==> config.mk <==
export PLATFORM = sky130hd
export DESIGN_NAME = retransmit_queue_dup_ack_flat
export DESIGN_NICKNAME = d
export VERILOG_FILES = /design/src/design/rqda_pkg.sv /design/src/design/rqda_if.sv /design/src/design/rqda_ctrl.sv /design/src/design/rqda_dp.sv /design/src/design/retransmit_queue_dup_ack.sv /design/src/flat_wrapper.sv
export VERILOG_INCLUDE_DIRS = /design/src /design/src/design
export SDC_FILE = /design/constraint.sdc
export NUM_CORES = 2
export LEC_CHECK = 0
export CORE_MARGIN = 3
export CORE_UTILIZATION = 45
export DETAILED_ROUTE_END_ITERATION = 10
export DONT_BUFFER_PORTS = 1
export SKIP_CTS_REPAIR_TIMING = 1
export SLEW_MARGIN = 20
export SYNTH_ARGS = -nofsm -noshare
export SYNTH_HDL_FRONTEND = slang
export SYNTH_SLANG_ARGS = --single-unit
export TNS_END_PERCENT = 100
==> constraint.sdc <==
create_clock -name clk_i -period 5.6 [get_ports clk_i]
set_input_delay 0 -clock clk_i [delete_from_list [all_inputs] [get_ports clk_i]]
set_output_delay 0 -clock clk_i [all_outputs]
set_load 0.02 [all_outputs]
==> src/design/retransmit_queue_dup_ack_defines.svh <==
// Assertion macros shared by the RTL files.
`ifndef RETRANSMIT_QUEUE_DUP_ACK_DEFINES_SVH
`define RETRANSMIT_QUEUE_DUP_ACK_DEFINES_SVH
`ifndef NO_ASSERTIONS
`define RQ_ASSERT(label, clk, rst_n, prop, msg) \
  label: assert property (@(posedge clk) disable iff (!rst_n) (prop)) else $error(msg);
`define RQ_ASSERT_NR(label, clk, prop, msg) \
  label: assert property (@(posedge clk) (prop)) else $error(msg);
`else
`define RQ_ASSERT(label, clk, rst_n, prop, msg)
`define RQ_ASSERT_NR(label, clk, prop, msg)
`endif
`endif

==> src/design/rqda_pkg.sv <==
`default_nettype none
package rqda_pkg;
  localparam int unsigned QueueDepthDefault = 64;
  localparam int unsigned SeqW    = 32;
  localparam int unsigned HandleW = 16;
  localparam int unsigned ThrW    = 8;

  localparam logic [1:0] ModePush  = 2'd0;
  localparam logic [1:0] ModeAck   = 2'd1;
  localparam logic [1:0] ModeFetch = 2'd2;
  localparam logic [1:0] ModeNop   = 2'd3;

  localparam logic [1:0] StOk    = 2'd0;
  localparam logic [1:0] StStale = 2'd1;
  localparam logic [1:0] StEmpty = 2'd2;
  localparam logic [1:0] StFull  = 2'd3;

  typedef enum logic [2:0] {
    S_IDLE, S_RD, S_SCAN, S_POP_RD, S_POP, S_OUT
  } rqda_state_e;

  // Controller -> datapath commands.
  typedef struct packed {
    logic take_in;     // latch the input word
    logic do_push;
    logic fetch_rd;    // start memory read at the send position
    logic fetch_done;  // capture fetch result
    logic ack_begin;   // classify the ack and start the scan
    logic scan_rd;     // issue read at scan offset
    logic scan_step;   // compare read data, advance scan
    logic pop_rd;      // read the head entry
    logic pop_step;    // compare head, pop if older
    logic emit;        // result word valid
  } rqda_cmd_t;

  // Datapath -> controller status.
  typedef struct packed {
    logic [1:0] mode;
    logic       can_fetch;
    logic       stale;
    logic       need_scan;
    logic       scan_last;
    logic       scan_hit;
    logic       do_pops;
    logic       pop_more;
  } rqda_sts_t;
endpackage
`default_nettype wire

==> src/design/rqda_if.sv <==
`default_nettype none
interface rqda_in_if;
  logic        valid;
  logic        ready;
  logic [1:0]  mode;
  logic [31:0] seq_value;
  logic [15:0] pkt_handle;
  modport source (output valid, mode, seq_value, pkt_handle, input ready);
  modport sink (input valid, mode, seq_value, pkt_handle, output ready);
endinterface

interface rqda_out_if;
  logic        valid;
  logic        ready;
  logic [1:0]  status;
  logic        out_valid;
  logic [15:0] out_handle;
  logic [31:0] out_seq;
  logic        resend_fired;
  modport source (output valid, status, out_valid, out_handle, out_seq, resend_fired,
                  input ready);
  modport sink (input valid, status, out_valid, out_handle, out_seq, resend_fired,
                output ready);
endinterface
`default_nettype wire

==> src/design/rqda_ctrl.sv <==
`default_nettype none
`include "retransmit_queue_dup_ack_defines.svh"
module rqda_ctrl (
  input  wire logic                clk_i,
  input  wire logic                rst_ni,
  input  wire logic                in_valid_i,
  output logic                     in_ready_o,
  output logic                     out_valid_o,
  input  wire logic                out_ready_i,
  input  wire rqda_pkg::rqda_sts_t sts_i,
  output rqda_pkg::rqda_cmd_t      cmd_o
);
  import rqda_pkg::*;

  rqda_state_e state_q, state_d;

  always_ff @(posedge clk_i or negedge rst_ni) begin
    if (!rst_ni) begin
      state_q <= S_IDLE;
    end else begin
      state_q <= state_d;
    end
  end

  always_comb begin
    state_d = state_q;
    cmd_o = '0;
    in_ready_o = 1'b0;
    out_valid_o = 1'b0;
    unique case (state_q)
      S_IDLE: begin
        in_ready_o = 1'b1;
        if (in_valid_i) begin
          cmd_o.take_in = 1'b1;
          state_d = S_RD;
        end
      end
      S_RD: begin
        // Dispatch the latched word by its mode.
        unique case (sts_i.mode)
          ModePush: begin
            cmd_o.do_push = 1'b1;
            state_d = S_OUT;
          end
          ModeFetch: begin
            if (sts_i.can_fetch) begin
              cmd_o.fetch_rd = 1'b1;
              state_d = S_SCAN;
            end else begin
              state_d = S_OUT;
            end
          end
          ModeAck: begin
            cmd_o.ack_begin = 1'b1;
            if (sts_i.stale || !sts_i.need_scan) begin
              state_d = S_OUT;
            end else begin
              cmd_o.scan_rd = 1'b1;
              state_d = S_SCAN;
            end
          end
          default: state_d = S_OUT;
        endcase
      end
      S_SCAN: begin
        if (sts_i.mode == ModeFetch) begin
          cmd_o.fetch_done = 1'b1;
          state_d = S_OUT;
        end else begin
          cmd_o.scan_step = 1'b1;
          if (sts_i.scan_hit || sts_i.scan_last) begin
            state_d = sts_i.do_pops ? S_POP_RD : S_OUT;
          end else begin
            cmd_o.scan_rd = 1'b1;
          end
        end
      end
      S_POP_RD: begin
        if (sts_i.pop_more) begin
          cmd_o.pop_rd = 1'b1;
          state_d = S_POP;
        end else begin
          state_d = S_OUT;
        end
      end
      S_POP: begin
        cmd_o.pop_step = 1'b1;
        state_d = S_POP_RD;
      end
      S_OUT: begin
        out_valid_o = 1'b1;
        cmd_o.emit = 1'b1;
        if (out_ready_i) state_d = S_IDLE;
      end
      default: state_d = S_IDLE;
    endcase
  end

  `RQ_ASSERT(a_ready_idle, clk_i, rst_ni, in_ready_o |-> !out_valid_o, "ready while result pending")
  `RQ_ASSERT(a_out_hold, clk_i, rst_ni, (out_valid_o && !out_ready_i) |=> out_valid_o, "result dropped")
  `RQ_ASSERT(a_take_next, clk_i, rst_ni, (in_valid_i && in_ready_o) |=> (state_q == S_RD), "word not taken")
endmodule
`default_nettype wire

==> src/design/rqda_dp.sv <==
`default_nettype none
`include "retransmit_queue_dup_ack_defines.svh"
module rqda_dp #(
  parameter int unsigned QueueDepth = rqda_pkg::QueueDepthDefault
) (
  input  wire logic                clk_i,
  input  wire logic                rst_ni,
  input  wire logic [1:0]          mode_i,
  input  wire logic [31:0]         seq_value_i,
  input  wire logic [15:0]         pkt_handle_i,
  input  wire logic                cfg_we_i,
  input  wire logic [7:0]          cfg_wdata_i,
  input  wire rqda_pkg::rqda_cmd_t cmd_i,
  output rqda_pkg::rqda_sts_t      sts_o,
  output logic [1:0]               status_o,
  output logic                     out_valid_o,
  output logic [15:0]              out_handle_o,
  output logic [31:0]              out_seq_o,
  output logic                     resend_fired_o
);
  import rqda_pkg::*;

  localparam int unsigned AW = (QueueDepth > 1) ? $clog2(QueueDepth) : 1;
  localparam int unsigned CW = $clog2(QueueDepth + 1);
  localparam logic [CW-1:0] DepthC = CW'(QueueDepth);

  logic [SeqW-1:0]    mem_seq [QueueDepth];
  logic [HandleW-1:0] mem_hdl [QueueDepth];
  logic [SeqW-1:0]    rd_seq_q;
  logic [HandleW-1:0] rd_hdl_q;

  logic [1:0]         mode_q;
  logic [SeqW-1:0]    seq_q;
  logic [HandleW-1:0] hdl_q;
  logic [AW-1:0]      head_q;
  logic [CW-1:0]      count_q, send_q, scan_q;
  logic [SeqW-1:0]    acked_q;
  logic [ThrW-1:0]    dup_q, thr_q;
  logic               newack_q;
  logic [1:0]         status_q;
  logic               oval_q, fired_q;
  logic [HandleW-1:0] ohdl_q;
  logic [SeqW-1:0]    oseq_q;

  logic [ThrW-1:0]    dup_inc;
  logic [SeqW-1:0]    target;
  logic               rd_en;
  logic [CW-1:0]      rd_off;
  logic [AW-1:0]      rd_addr, wr_addr;
  logic [CW:0]        rd_sum, wr_sum;

  function automatic logic [AW-1:0] wrap(input logic [CW:0] v);
    logic [CW:0] r;
    r = v;
    if (r >= (CW+1)'(QueueDepth)) r = r - (CW+1)'(QueueDepth);
    return r[AW-1:0];
  endfunction

  assign dup_inc = dup_q + 8'd1;
  assign target  = newack_q ? seq_q : acked_q;

  // While scanning, prefetch the entry after the one being compared.
  always_comb begin
    rd_en  = cmd_i.fetch_rd | cmd_i.scan_rd | cmd_i.pop_rd;
    rd_off = cmd_i.fetch_rd ? send_q :
             (cmd_i.pop_rd ? '0 : (cmd_i.scan_step ? scan_q + 1'b1 : scan_q));
  end
  assign rd_sum  = {{(CW+1-AW){1'b0}}, head_q} + {1'b0, rd_off};
  assign wr_sum  = {{(CW+1-AW){1'b0}}, head_q} + {1'b0, count_q};
  assign rd_addr = wrap(rd_sum);
  assign wr_addr = wrap(wr_sum);

  // Queue storage: one write port, one registered read port.
  always_ff @(posedge clk_i) begin
    if (cmd_i.do_push && count_q != DepthC) begin
      mem_seq[wr_addr] <= seq_q;
      mem_hdl[wr_addr] <= hdl_q;
    end
    if (rd_en) begin
      rd_seq_q <= mem_seq[rd_addr];
      rd_hdl_q <= mem_hdl[rd_addr];
    end
  end

  always_ff @(posedge clk_i) begin
    if (cmd_i.take_in) begin
      mode_q <= mode_i;
      seq_q  <= seq_value_i;
      hdl_q  <= pkt_handle_i;
    end
  end

  always_ff @(posedge clk_i or negedge rst_ni) begin
    if (!rst_ni) begin
      head_q <= '0; count_q <= '0; send_q <= '0; scan_q <= '0;
      acked_q <= 32'd1; dup_q <= '0; thr_q <= 8'd3; newack_q <= 1'b0;
      status_q <= StOk; oval_q <= 1'b0; fired_q <= 1'b0;
      ohdl_q <= '0; oseq_q <= '0;
    end else begin
      if (cfg_we_i) thr_q <= cfg_wdata_i;
      if (cmd_i.take_in) begin
        status_q <= StOk; oval_q <= 1'b0; fired_q <= 1'b0;
        ohdl_q <= '0; oseq_q <= '0; newack_q <= 1'b0; scan_q <= '0;
      end
      if (cmd_i.do_push) begin
        if (count_q == DepthC) status_q <= StFull;
        else count_q <= count_q + 1'b1;
      end
      if (mode_q == ModeFetch && !cmd_i.take_in && !sts_o.can_fetch && !cmd_i.emit
          && !cmd_i.fetch_done && !cmd_i.fetch_rd)
        status_q <= StEmpty;
      if (cmd_i.fetch_rd) send_q <= send_q + 1'b1;
      if (cmd_i.fetch_done) begin
        oval_q <= 1'b1; ohdl_q <= rd_hdl_q; oseq_q <= rd_seq_q;
      end
      if (cmd_i.ack_begin) begin
        if (seq_q < acked_q) begin
          status_q <= StStale;
        end else if (seq_q == acked_q) begin
          if (dup_inc >= thr_q) dup_q <= '0;
          else dup_q <= dup_inc;
        end else begin
          dup_q <= '0; acked_q <= seq_q; newack_q <= 1'b1;
        end
      end
      if (cmd_i.scan_rd) scan_q <= cmd_i.ack_begin ? '0 : scan_q;
      if (cmd_i.scan_step) begin
        if (rd_seq_q == target) begin
          if (!newack_q) begin
            send_q <= scan_q; fired_q <= 1'b1;
          end else if (send_q < scan_q) begin
            send_q <= scan_q;
          end
        end
        scan_q <= scan_q + 1'b1;
      end
      if (cmd_i.pop_step && rd_seq_q < seq_q) begin
        head_q <= wrap({{(CW+1-AW){1'b0}}, head_q} + (CW+1)'(1));
        count_q <= count_q - 1'b1;
        if (send_q != '0) send_q <= send_q - 1'b1;
      end
      if (cmd_i.pop_step && !(rd_seq_q < seq_q)) newack_q <= 1'b0;
    end
  end

  // pop_more: new ack, queue non-empty, and last pop compare did not stop.
  logic pop_stop_q;
  always_ff @(posedge clk_i or negedge rst_ni) begin
    if (!rst_ni) pop_stop_q <= 1'b0;
    else if (cmd_i.take_in) pop_stop_q <= 1'b0;
    else if (cmd_i.pop_step && !(rd_seq_q < seq_q)) pop_stop_q <= 1'b1;
  end

  always_comb begin
    sts_o.mode      = mode_q;
    sts_o.can_fetch = (send_q < count_q);
    sts_o.stale     = (seq_q < acked_q);
    // Scan needed, when the queue is non-empty, for a new ack or a repeat that reaches the threshold.
    sts_o.need_scan = (count_q != '0) &&
                      ((seq_q > acked_q) || (dup_inc >= thr_q));
    sts_o.scan_last = (scan_q + 1'b1 >= count_q);
    sts_o.scan_hit  = (rd_seq_q == target);
    sts_o.do_pops   = newack_q;
    sts_o.pop_more  = newack_q && !pop_stop_q && (count_q != '0);
  end

  assign status_o       = status_q;
  assign out_valid_o    = oval_q;
  assign out_handle_o   = ohdl_q;
  assign out_seq_o      = oseq_q;
  assign resend_fired_o = fired_q;

  `RQ_ASSERT(a_send_le_count, clk_i, rst_ni, send_q <= count_q, "send position past tail")
  `RQ_ASSERT(a_count_le_depth, clk_i, rst_ni, count_q <= DepthC, "count overflow")
  `RQ_ASSERT(a_fire_no_fetch, clk_i, rst_ni, !(fired_q && oval_q), "fire with fetch")
endmodule
`default_nettype wire

==> src/design/retransmit_queue_dup_ack.sv <==
// Push, nop and stale ack go from dispatch straight to the result; a fetch reads
// the entry at the send position; an ack needing a search scans up to QueueDepth
// entries, and a new ack then pops heads older than it. One word at a time: a new
// word is taken once the last result is delivered; one read port serves scan and pops.
// Reset: asynchronous active low; empty queue, last ack 1, threshold 3.
`default_nettype none
module retransmit_queue_dup_ack #(
  parameter int unsigned QueueDepth = rqda_pkg::QueueDepthDefault
) (
  input  wire logic       clk_i,
  input  wire logic       rst_ni,
  input  wire logic       cfg_we_i,
  input  wire logic [7:0] cfg_wdata_i,
  rqda_in_if.sink         in_if,
  rqda_out_if.source      out_if
);
  import rqda_pkg::*;

  rqda_cmd_t cmd;
  rqda_sts_t sts;

  // Controller sequences each word: latch, dispatch, scan, pop, deliver.
  rqda_ctrl u_ctrl (
    .clk_i       (clk_i),
    .rst_ni      (rst_ni),
    .in_valid_i  (in_if.valid),
    .in_ready_o  (in_if.ready),
    .out_valid_o (out_if.valid),
    .out_ready_i (out_if.ready),
    .sts_i       (sts),
    .cmd_o       (cmd)
  );

  // Datapath holds the queue memory, pointers and the result register.
  rqda_dp #(.QueueDepth(QueueDepth)) u_dp (
    .clk_i          (clk_i),
    .rst_ni         (rst_ni),
    .mode_i         (in_if.mode),
    .seq_value_i    (in_if.seq_value),
    .pkt_handle_i   (in_if.pkt_handle),
    .cfg_we_i       (cfg_we_i),
    .cfg_wdata_i    (cfg_wdata_i),
    .cmd_i          (cmd),
    .sts_o          (sts),
    .status_o       (out_if.status),
    .out_valid_o    (out_if.out_valid),
    .out_handle_o   (out_if.out_handle),
    .out_seq_o      (out_if.out_seq),
    .resend_fired_o (out_if.resend_fired)
  );
endmodule
`default_nettype wire
==> src/flat_wrapper.sv <==
// flat-port wrapper written by rule: the top's interface ports become plain ports
module retransmit_queue_dup_ack_flat import rqda_pkg::*;
#(
  parameter int unsigned QueueDepth = rqda_pkg::QueueDepthDefault
)
  (clk_i, rst_ni, cfg_we_i, cfg_wdata_i, in_if_valid, in_if_mode, in_if_seq_value, in_if_pkt_handle, in_if_ready, out_if_valid, out_if_status, out_if_out_valid, out_if_out_handle, out_if_out_seq, out_if_resend_fired, out_if_ready);
  rqda_in_if in_if_i ();
  rqda_out_if out_if_i ();
  input  wire logic clk_i;
  input  wire logic rst_ni;
  input  wire logic cfg_we_i;
  input  wire logic [7:0] cfg_wdata_i;
  input wire logic [$bits(in_if_i.valid)-1:0] in_if_valid;
  input wire logic [$bits(in_if_i.mode)-1:0] in_if_mode;
  input wire logic [$bits(in_if_i.seq_value)-1:0] in_if_seq_value;
  input wire logic [$bits(in_if_i.pkt_handle)-1:0] in_if_pkt_handle;
  output wire logic [$bits(in_if_i.ready)-1:0] in_if_ready;
  output wire logic [$bits(out_if_i.valid)-1:0] out_if_valid;
  output wire logic [$bits(out_if_i.status)-1:0] out_if_status;
  output wire logic [$bits(out_if_i.out_valid)-1:0] out_if_out_valid;
  output wire logic [$bits(out_if_i.out_handle)-1:0] out_if_out_handle;
  output wire logic [$bits(out_if_i.out_seq)-1:0] out_if_out_seq;
  output wire logic [$bits(out_if_i.resend_fired)-1:0] out_if_resend_fired;
  input wire logic [$bits(out_if_i.ready)-1:0] out_if_ready;
  assign in_if_i.valid = in_if_valid;
  assign in_if_i.mode = in_if_mode;
  assign in_if_i.seq_value = in_if_seq_value;
  assign in_if_i.pkt_handle = in_if_pkt_handle;
  assign in_if_ready = in_if_i.ready;
  assign out_if_valid = out_if_i.valid;
  assign out_if_status = out_if_i.status;
  assign out_if_out_valid = out_if_i.out_valid;
  assign out_if_out_handle = out_if_i.out_handle;
  assign out_if_out_seq = out_if_i.out_seq;
  assign out_if_resend_fired = out_if_i.resend_fired;
  assign out_if_i.ready = out_if_ready;
  retransmit_queue_dup_ack #(.QueueDepth(QueueDepth)) u_core (.clk_i(clk_i), .rst_ni(rst_ni), .cfg_we_i(cfg_we_i), .cfg_wdata_i(cfg_wdata_i), .in_if(in_if_i), .out_if(out_if_i));
endmodule
==> flow_metrics.tcl <==
set metrics [dict create \
    status "finished clean" \
    vias 64793 \
    hold_end "u_core.u_dp.thr_q[2]$_DFFE_PN0P_" \
    timing.final.ws_setup_ns 0.122 \
    clock_tree.buffer_depth 4 \
    globalRouteOverflowTotal 0 \
    postSynth.asyncResetShare_pct 4.00 \
    max_clock_freq_ghz 0.183 \
    cp_data_arrival_time_ns 6.14 \
    path_class "register to register" \
    power_switching_mw 31.0 \
    grt_start_max_net_pins 133 \
    leakage_power_nw 48.3 \
    placement.setup.worst_slack_ns -0.491 \
    finalCriticalPeriod_ns 5.48 \
    main_combinational_cell_family_by_area_after_synthesis "multiplexers" \
    setup_viol 0 \
    synth_enable_flop_cells 3170 \
    reg2regPathDepth 19 \
    power.share.sequential_pct 32.4 \
    finalCoreUtilization_pct 53.0 \
    finalHoldViolCount 0 \
    start_util_pct 45.4 \
    cts.sinks 3302 \
    synth-compound-area-share_pct 1.81 \
    num-nets-final 6456 \
    ctsHtreeMaxLevel 5 \
    syn_nets 5806 \
    synth_xor_area_share_pct 0.495 \
    r2r_setup_slack_ns 0.12 \
    worst_skew_pair.late_latency_ns 0.96 \
    initialDrtViolationCount 8658 \
    timing.critical_path.required_ns 6.26 \
    grt_usage_pct 25.2 \
    most_frequent_standard_cell_in_the_layout_excluding_fill_and_tap_cells "sky130_fd_sc_hd__edfxtp_1" \
    grt_pass1_wl_um 515000 \
    synth_seq_cells 3302 \
    whs_path_depth 2 \
    globalRouteMet2Util_pct 39.3 \
    final.period_utilization_pct 97.8 \
    maxCapViolCount 0 \
    crit_path_start_kind "register" \
    synth.distinct_cells 70 \
    fp.dieH_um 541 \
    p_int_mw 62.9 \
    max-slew-margin-rel_pct 27.2 \
    r2r-end "u_core.u_dp.rd_hdl_q[15]$_DFFE_PP_" \
    critPathCaptureType "register" \
    postSynthAreaPerCell_um2 22.9 \
    clock-root-buffer "sky130_fd_sc_hd__clkbuf_16" \
    final-max-slew-violation-count 0 \
    synthesis.area_um2 129000 \
    design.die.area_um2 293000 \
    grt.met1_usage_pct 36.5 \
    synth_seq_area_share_pct 76.5 \
    hold_path.startpoint "cfg_we_i" \
    timing.critical_path.slowest_cell_delay_ns 0.86 \
    path_max_fanout 35 \
    ys_warn_count 0 \
    worstMarginPinSlew_ns 1.09 \
    finalNonFillerCells 10305 \
    power.share.switching_pct 33.0 \
    tritoncts "done" \
    cts_made_buffers 340 \
    postSynthCellCount 5625 \
    power.clock.fraction_pct 24.0 \
    dpl.cell_count 9532 \
    avgRoutedWirePerCell_um 36.0 \
    total_power_mw 93.9 \
    top_usage_layer "met2" \
    cts.reportedPaths.clkPinSlew_ns 0.06 \
    detailedRoute.firstPassIterationCount 6 \
    ys_dominant_reg_cell "sky130_fd_sc_hd__edfxtp_1" \
    worst_hold_path_type "primary input to register" \
    post_synth_fa_ha_maj_area_fraction_pct 1.16 \
    groute.layer.met3.usage_pct 5.33 \
    portBuffers 0 \
    grt_antenna_before_repair 21 \
    dp.final_hpwl_um 212000 \
    layout.cells.most_common_list "sky130_fd_sc_hd__edfxtp_1, sky130_fd_sc_hd__mux4_2, sky130_fd_sc_hd__clkbuf_16, sky130_fd_sc_hd__buf_4, sky130_fd_sc_hd__dfrtp_1" \
    yosys.area_share.simple_pct 1.37 \
    critical_path.slowest_cell "sky130_fd_sc_hd__fa_4" \
    first_global_vias 63668 \
    areaGrowthSynthToFinish_pct 16.7 \
    post_route_cells_drive_above_1_share_pct 30.7 \
    worst_path_cell_chain "inv_1 > ha_1 > a21o_1 > a21o_1 > a221oi_2 > nand4b_1 > buf_6 > nor2_1 > a21o_1 > inv_1 > fa_4 > buf_12 > buf_12 > buf_12 > buf_4 > mux4_2 > mux4_2 > a211oi_4 > a21oi_1" \
    num_io_pins 117 \
    final_hold_slack_ns 0.00169 \
    grt_setup_unrepaired "yes" \
    avgViaCountPerCell 6.29 \
    antenna_left 0 \
    drt_drc_violations_left 0 \
    core.rowCount 195 \
    r2r_path_start "u_core.u_dp.count_q[4]$_DFFE_PN0P_" \
    die_x_um 541 \
    fin_skew_ns 0.0816 \
    worst_ir_drop_vdd_mv 0.478 \
    core_um2 284000 \
    power_density_nw_per_um2 624 \
    place.gp.congestion 0.846 \
    p_comb_share_pct 43.6 \
    routed_wl_um 371000 \
    muxShareOfSynthArea_pct 17.5 \
]
flip-flops by register name, indices dropped and copies added, names as in the netlist, 16 cells and up:
name                      flops
u_core.u_dp.acked_q          32
u_core.u_dp.hdl_q            16
u_core.u_dp.mem_hdl        1024
u_core.u_dp.mem_seq        2048
u_core.u_dp.out_handle_o     16
u_core.u_dp.out_seq_o        32
u_core.u_dp.rd_hdl_q         16
u_core.u_dp.rd_seq_q         32
u_core.u_dp.seq_q            32
how the worst max path moves through the flow:
stage | start | end | cells after the start
2_1_floorplan | u_core.u_dp.mode_q[0]$_DFFE_PP_ | u_core.u_dp.rd_hdl_q[10]$_DFFE_PP_ | 19
5_1_grt | u_core.u_dp.count_q[4]$_DFFE_PN0P_ | u_core.u_dp.rd_hdl_q[15]$_DFFE_PP_ | 19
3_3_place_gp | u_core.u_dp.count_q[4]$_DFFE_PN0P_ | u_core.u_dp.rd_seq_q[28]$_DFFE_PP_ | 16
6_report | u_core.u_dp.count_q[4]$_DFFE_PN0P_ | u_core.u_dp.rd_hdl_q[15]$_DFFE_PP_ | 19
3_5_place_dp | u_core.u_dp.count_q[4]$_DFFE_PN0P_ | u_core.u_dp.rd_seq_q[27]$_DFFE_PP_ | 17
4_1_cts | u_core.u_dp.count_q[4]$_DFFE_PN0P_ | u_core.u_dp.rd_seq_q[27]$_DFFE_PP_ | 17
cell usage after synthesis, drive strengths merged, types with 3 or more instances:
cell	n	area (um^2)
nor2	100	375
xor2	12	105
xnor2	60	533
dfrtp	129	3230
nor4	14	109
or3	10	62.6
a21o	32	240
nor2b	56	350
o21bai	4	30.0
a21oi	91	455
inv	103	387
mux4	960	21600
buf	125	623
a21boi	3	22.5
mux2	8	90.1
nand3	21	105
fa	3	60.1
o211ai	4	30.0
nand4	17	106
a22o	50	438
and3	7	43.8
nand2b	15	93.8
nand2	91	344
nor3	9	45.0
a221oi	4	35.0
o21a	3	22.5
a31o	3	26.3
o21ai	73	365
ha	115	1440
mux2i	82	821
clkbuf	148	557
nand3b	3	22.5
and2	3	18.8
a211oi	56	425
a221o	4	40.0
edfxtp	3170	95200
a211o	4	35.0
dfstp	3	78.8
kinds of logic (layout without fill, tap and decap cells):
| kind of cell | count (synthesis) | after routing |
|---|---|---|
| multiplexers | 1050 | 1050 |
| AO/OA/AOI/OAI | 351 | 351 |
| other | 0 | 10 |
| buffers and inverters | 377 | 1304 |
| XOR/XNOR | 72 | 72 |
| flip-flops | 3302 | 3302 |
| AND/OR/NAND/NOR | 355 | 355 |
| adder cells (fa/ha/maj) | 118 | 118 |
power groups by stage:
| stage | Sequential, mW | Clock [mW] | Combinational, mW |
|---|---|---|---|
| floorplan | 30.8 | 0 | 25.8 |
| global placement | 30.9 | 0 | 39.9 |
| detailed placement | 30.9 | 0 | 40.1 |
| CTS | 30.4 | 22.8 | 40.3 |
| global route | 30.5 | 23.9 | 43.4 |
| finish | 30.4 | 22.5 | 41.0 |
metal layers:
layer / share of wire [%] / routed length [um]
met1: 40 / 149000
met3: 9.8 / 36200
met4: 2.8 / 10500
met2: 47 / 175000
met5: 0.0094 / 35
layout make-up:
class / instances / area, um^2
Sequential cell: 3302 / 98500
Tap cell: 3743 / 4680
Antenna cell: 10 / 25.0
Clock inverter: 192 / 2080
Clock buffer: 427 / 8960
Timing Repair Buffer: 581 / 6150
Fill cell: 21444 / 133000
Inverter: 104 / 392
Multi-Input combinational cell: 1946 / 29500
worst max-delay path, delay by kind of cell, from the launching register on:
family          cells  cell delay [ns]
compound gates      6             1.34
fa+ha+maj           2             1.17
buf+inv             7             1.17
flops               1             0.36
mux                 2             0.83
simple gates        2             0.32
per-stage QoR:
step | area [um^2] | TNS (ns)
floorplan | 129000 | 0
detailed placement | 137000 | -4.60
finish | 150000 | 0
CTS | 149000 | -4.75
global route | 150000 | -0.0740
global placement | 137000 | -5.85
No activity file was read; power rests on OpenSTA's default activity.
